$ cat src/fbde_pkg.sv
// ----------------------------------------------------------------------------
// fbde_pkg
// Shared widths, button indexes, command and status codes, and the
// structures passed between the debounce cells and the top level.
// ----------------------------------------------------------------------------
package fbde_pkg;

    localparam int NUM_BUTTONS = 5;
    localparam int DEBOUNCE_W  = 16;
    localparam int CMD_W       = 8;
    localparam int PLAY_CODE_W = 2;

    // Button positions in the level vector
    localparam int BTN_POWER = 0;
    localparam int BTN_PREV  = 1;
    localparam int BTN_NEXT  = 2;
    localparam int BTN_PLAY  = 3;
    localparam int BTN_LASER = 4;

    localparam logic [DEBOUNCE_W-1:0] DEBOUNCE_RESET = 16'd50;

    // Command codes
    localparam logic [CMD_W-1:0] CMD_VIBRATE  = 8'h06;
    localparam logic [CMD_W-1:0] ARG_VIB_ON   = 8'h01;
    localparam logic [CMD_W-1:0] ARG_VIB_OFF  = 8'h00;

    // Play status codes
    localparam logic [PLAY_CODE_W-1:0] PLAY_CODE_NONE    = 2'd0;
    localparam logic [PLAY_CODE_W-1:0] PLAY_CODE_PLAYING = 2'd1;
    localparam logic [PLAY_CODE_W-1:0] PLAY_CODE_PAUSED  = 2'd2;

    // Accepted-level change reported by one debounce cell
    typedef struct packed {
        logic press;
        logic release_ev;
    } t_btn_event;

endpackage

$ cat src/fbde_button.sv
// ----------------------------------------------------------------------------
// fbde_button
// Debounce cell for one button: stored raw level, saturating stable
// counter and accepted level, with press/release event detection.
// ----------------------------------------------------------------------------
module fbde_button
    import fbde_pkg::*;
#(
    parameter int COUNT_WIDTH = 16
) (
    input  logic                  i_clk,
    input  logic                  i_rst_n,
    input  logic                  i_advance,
    input  logic                  i_sample_en,
    input  logic                  i_raw,
    input  logic [DEBOUNCE_W-1:0] i_debounce_ticks,
    output t_btn_event            o_event
);

    localparam int CMP_W = (COUNT_WIDTH > DEBOUNCE_W) ? COUNT_WIDTH : DEBOUNCE_W;

    logic                   r_prev_raw;
    logic                   r_accepted;
    logic [COUNT_WIDTH-1:0] r_count;
    logic                   n_prev_raw;
    logic                   n_accepted;
    logic [COUNT_WIDTH-1:0] n_count;
    logic [COUNT_WIDTH-1:0] w_count_inc;
    logic                   w_stable;

    // Saturating increment
    assign w_count_inc = (&r_count) ? r_count : r_count + 1'b1;

    // Clear the count on a sampled raw change, otherwise count up
    assign n_count = (i_sample_en && (i_raw != r_prev_raw)) ? '0 : w_count_inc;

    assign w_stable = CMP_W'(n_count) > CMP_W'(i_debounce_ticks);

    // Next state of the cell and its event for this item
    always_comb begin
        n_prev_raw         = r_prev_raw;
        n_accepted         = r_accepted;
        o_event.press      = 1'b0;
        o_event.release_ev = 1'b0;
        if (i_sample_en) begin
            n_prev_raw = i_raw;
            if (w_stable) begin
                if (!i_raw && r_accepted) begin
                    n_accepted    = 1'b0;
                    o_event.press = 1'b1;
                end else if (i_raw && !r_accepted) begin
                    n_accepted         = 1'b1;
                    o_event.release_ev = 1'b1;
                end
            end
        end
    end

    // Hold state, advance once per processed item
    always_ff @(posedge i_clk) begin
        if (!i_rst_n) begin
            r_prev_raw <= 1'b1;
            r_accepted <= 1'b1;
            r_count    <= '0;
        end else if (i_advance) begin
            r_prev_raw <= n_prev_raw;
            r_accepted <= n_accepted;
            r_count    <= n_count;
        end
    end

endmodule

$ cat config.mk
export PLATFORM = sky130hd
export DESIGN_NAME = fbde_button
export DESIGN_NICKNAME = d
export VERILOG_FILES = /design/src/fbde_pkg.sv /design/src/fbde_button.sv
export SDC_FILE = /design/constraint.sdc
export NUM_CORES = 1
export LEC_CHECK = 0
export BUFFER_PORTS_ARGS = -buffer_cell sky130_fd_sc_hd__buf_2
export CORE_UTILIZATION = 40
export CTS_CLUSTER_SIZE = 10
export DETAILED_ROUTE_END_ITERATION = 8
export PLACE_DENSITY_LB_ADDON = 0.05
export RECOVER_POWER = 100
export SYNTH_ARGS = -nofsm -noshare
export SYNTH_HDL_FRONTEND = slang
export SYNTH_SLANG_ARGS = --single-unit
$ cat constraint.sdc
create_clock -name i_clk -period 3.4 [get_ports i_clk]
set_clock_uncertainty 0.05 [all_clocks]
set_input_delay 0.68 -clock i_clk [delete_from_list [all_inputs] [get_ports i_clk]]
set_output_delay 0.68 -clock i_clk [all_outputs]
set_load 0.02 [all_outputs]
==> results.md <==
* Distinct cell type count after synthesis at 46
* Initial antenna violation count at 0
* Sequential fraction of the synthesis area at 0.1994
* Critical path's most frequent cell: ha_4
* Largest delay share family, worst path: simple AND/OR/NAND/NOR gates
* Clk pin slew, worst setup/hold paths at 80 ps
* Sequential Power Share at 0.417
* GRT Total Usage at 0.2568
* Grt ovf at 0
* Inserted Diodes at 0
* H-tree levels at 1
* IO Port Bufs at 22
* CTS hold repair buffers at 0
* Synthesized cell area at 0.001807 sq mm
* Commonest non-fill, non-tap cell in the layout: buf_4
* CP endpoint kind: primary output
* CP Data Required Time at 2670 ps
* Final WS setup at -446.9 ps
* Vias in the first global route at 2,080
* Worst reg2reg path endpoint: r_count[14]
* Worst r2r src: r_count[1]
* Switching Share at 0.2944
* Minimum clock period at 3847 ps
* WL/cell at 14.91 um
* Routed wire length at 5757 um
* RD Place Congestion at 0.8485
* FF-to-FF setup slack at 160 ps
* Die area at 0.004789 sq mm
* Max Cap Viol at 0
* Starting Density at 0.4149
* R2R cell count at 20
* VDD IR max at 0.1099 mV
* Via density at 5.391
* Clk_lat worst skew at 260 ps
* Crit-path cells: ha_4 -> inv_4 -> nor4_4 -> and3_1 -> a31oi_4 -> o21a_1 -> ha_4 -> nand4_1 -> nor4_1 -> a311oi_2 -> and2_4 -> buf_6
* Hold path start: r_prev_raw
* CTS tree: yes
* Endpoints failing hold at 0
* Die Ht at 69.21 um
* Synthesized flop and latch total at 18
* Final antenna-violating net count at 0
* Hold EP: r_prev_raw
* Buf+Inv Stages, Crit Path at 2
* Io pins at 23
* Clock Sink Count at 18
* RSZ-0062 raised after global routing: yes
* Power density cells at 183.6 mW/mm^2
* Max incr delay on CP at 550 ps
* CP arrival at 3120 ps
* # fillers at 369
* Failing checks: setup timing
* Final period utilization at 1.131
* Gate Count Post-Synth at 242
* Fin. max-slew vios at 0
* First-pass GRT wire length at 9818 um
* Die Wd at 69.21 um
* # DRC at 0
* Post-synth EDFFs at 0
* Area Growth Syn to Fin at 56.02%
* Root Buffer: clkbuf_8
* Dpl cells at 363
* CP Class: flop to primary output
* Switching pwr at 0.0001523 W
* Comb pwr share at 0.277
* Pin count of the biggest net entering global routing at 14
* Slew @ Worst Pin at 535.0 ps
* Post-DP HPWL at 4069 um
* Via count at 2,081
* Startpoint types: flop
* Ys Warns at 0
* CTS max path bufs at 2
* Pre-CTS setup slack at -302.1 ps
* Rows at 24
* Main flop type after synthesis: dfxtp_1
* Syn avg cell area at 7.466 sq um
* Crit-path slowest cell: nor4_1
* Layout Nets at 376
* Crit-path max FO at 4
* Max Fclk at 0.2600 GHz
* Clk network pwr share at 0.306
* Core Area at 0.004354 sq mm
* Status: complete, but fails checks
* Post-synth ARST share at 0
* Pint at 0.0003652 W
* Fin cells at 386
* Worst hold stages at 2
* Layout cells sized above 1 at 0.4192
* TritonRoute pass-1 iters at 4
* Syn Nets at 282
* Initial DRC Count at 69
* Slew headroom at 0.6400
* Most frequent cells in the layout: buf_4, nand2_1, inv_1
* Min-Delay Path Class: flop to flop
* Final setup fails at 2
* Leak pwr at 1.314 nW
* Inserted Clock Buffers at 3
## tightest hold or removal path: cells and delay by family (launching register included)
family / cells / cell delay (ps)
flip-flops: 1 / 330
AO/OA/AOI/OAI: 1 / 80
AND/OR/NAND/NOR: 1 / 60
## sequential cells by signal, summed over array words and instances, names as in the netlist
register,cells
r_count,16
r_accepted,1
r_prev_raw,1
## cells in the mapped netlist, drive strengths merged, types with 6 or more instances
library cell	number	share of area
a21oi	17	0.047
a31oi	6	0.021
and2	7	0.024
clkbuf	8	0.017
dfxtp	18	0.20
ha	19	0.13
inv	22	0.046
nand2	27	0.056
nand3	11	0.033
nand4	10	0.043
nor2	22	0.046
o21ai	10	0.028
xnor2	9	0.044
## metrics by stage
| stage | power (W) | hold WS [ps] | area (sq um) | setup TNS, ps | utilization |
|---|---|---|---|---|---|
| finish | 0.0005175 | 459.2 | 2819 | -875.6 | 0.6474 |
| global route | 0.0005463 | 504.0 | 2819 | -1235 | 0.6474 |
| CTS | 0.0005218 | 457.8 | 2739 | -1221 | 0.6290 |
| detailed placement | 0.0003270 | 440.0 | 2429 | -585.8 | 0.5578 |
| global placement | 0.0003253 | 437.2 | 2429 | -650.8 | 0.5578 |
| floorplan | 0.0002795 | 423.3 | 1879 | -42.66 | - |
## area by class of cell
class / instances / area (sq um) / share of cell area
tap: 52 / 65.06 / 0.02308
clock buffer: 3 / 41.29 / 0.01465
inverter: 22 / 85.08 / 0.03018
multi-input combinational: 189 / 1479 / 0.5246
sequential: 18 / 372.9 / 0.1323
timing repair buffer: 102 / 775.7 / 0.2752
## cell families after synthesis
group | Yosys count | synth area share
muxes | 4 | 0.02285
DFF | 18 | 0.1994
adders and majority gates | 19 | 0.1316
and+or+nand+nor | 95 | 0.2805
xor gates and xnor gates | 13 | 0.06302
AOI/OAI and AO/OA | 58 | 0.2265
buffers and inverters | 35 | 0.07618
## timing repair
item                                    4_1_cts  5_1_grt
pin swaps                                    12       16
endpoints found under the setup margin        2        4
buffers inserted                             20        5
gates resized for setup                      28       22
## power groups by stage
stage	clock network, W	logic [W]	registers, W
finish	0.000158	0.000143	0.000216
global route	0.000171	0.000159	0.000216
CTS	0.000166	0.000139	0.000216
detailed placement	0	0.000106	0.000221
global placement	0	0.000104	0.000221
floorplan	0	0.0000584	0.000221
## how the worst max path moves through the flow
| stage | start | end | cells past startpoint |
|---|---|---|---|
| after CTS | r_count[8] | o_event[1] | 13 |
| after floorplan | r_count[7] | o_event[0] | 11 |
| final | r_count[1] | o_event[1] | 12 |
| after global placement | i_raw | o_event[1] | 12 |
| after detailed placement | i_raw | o_event[1] | 12 |
| after global routing | r_count[8] | o_event[0] | 13 |
## routing by layer
metal | up-vias | GRT usage | part of all wire
met4 | 0 | 0.1088 | 0.024
li1 | 1057 | - | -
met5 | - | 0 | 0
met2 | 53 | 0.4293 | 0.47
met3 | 13 | 0.03488 | 0.042
met1 | 958 | 0.3297 | 0.47
(Power assumes the default switching activity.)
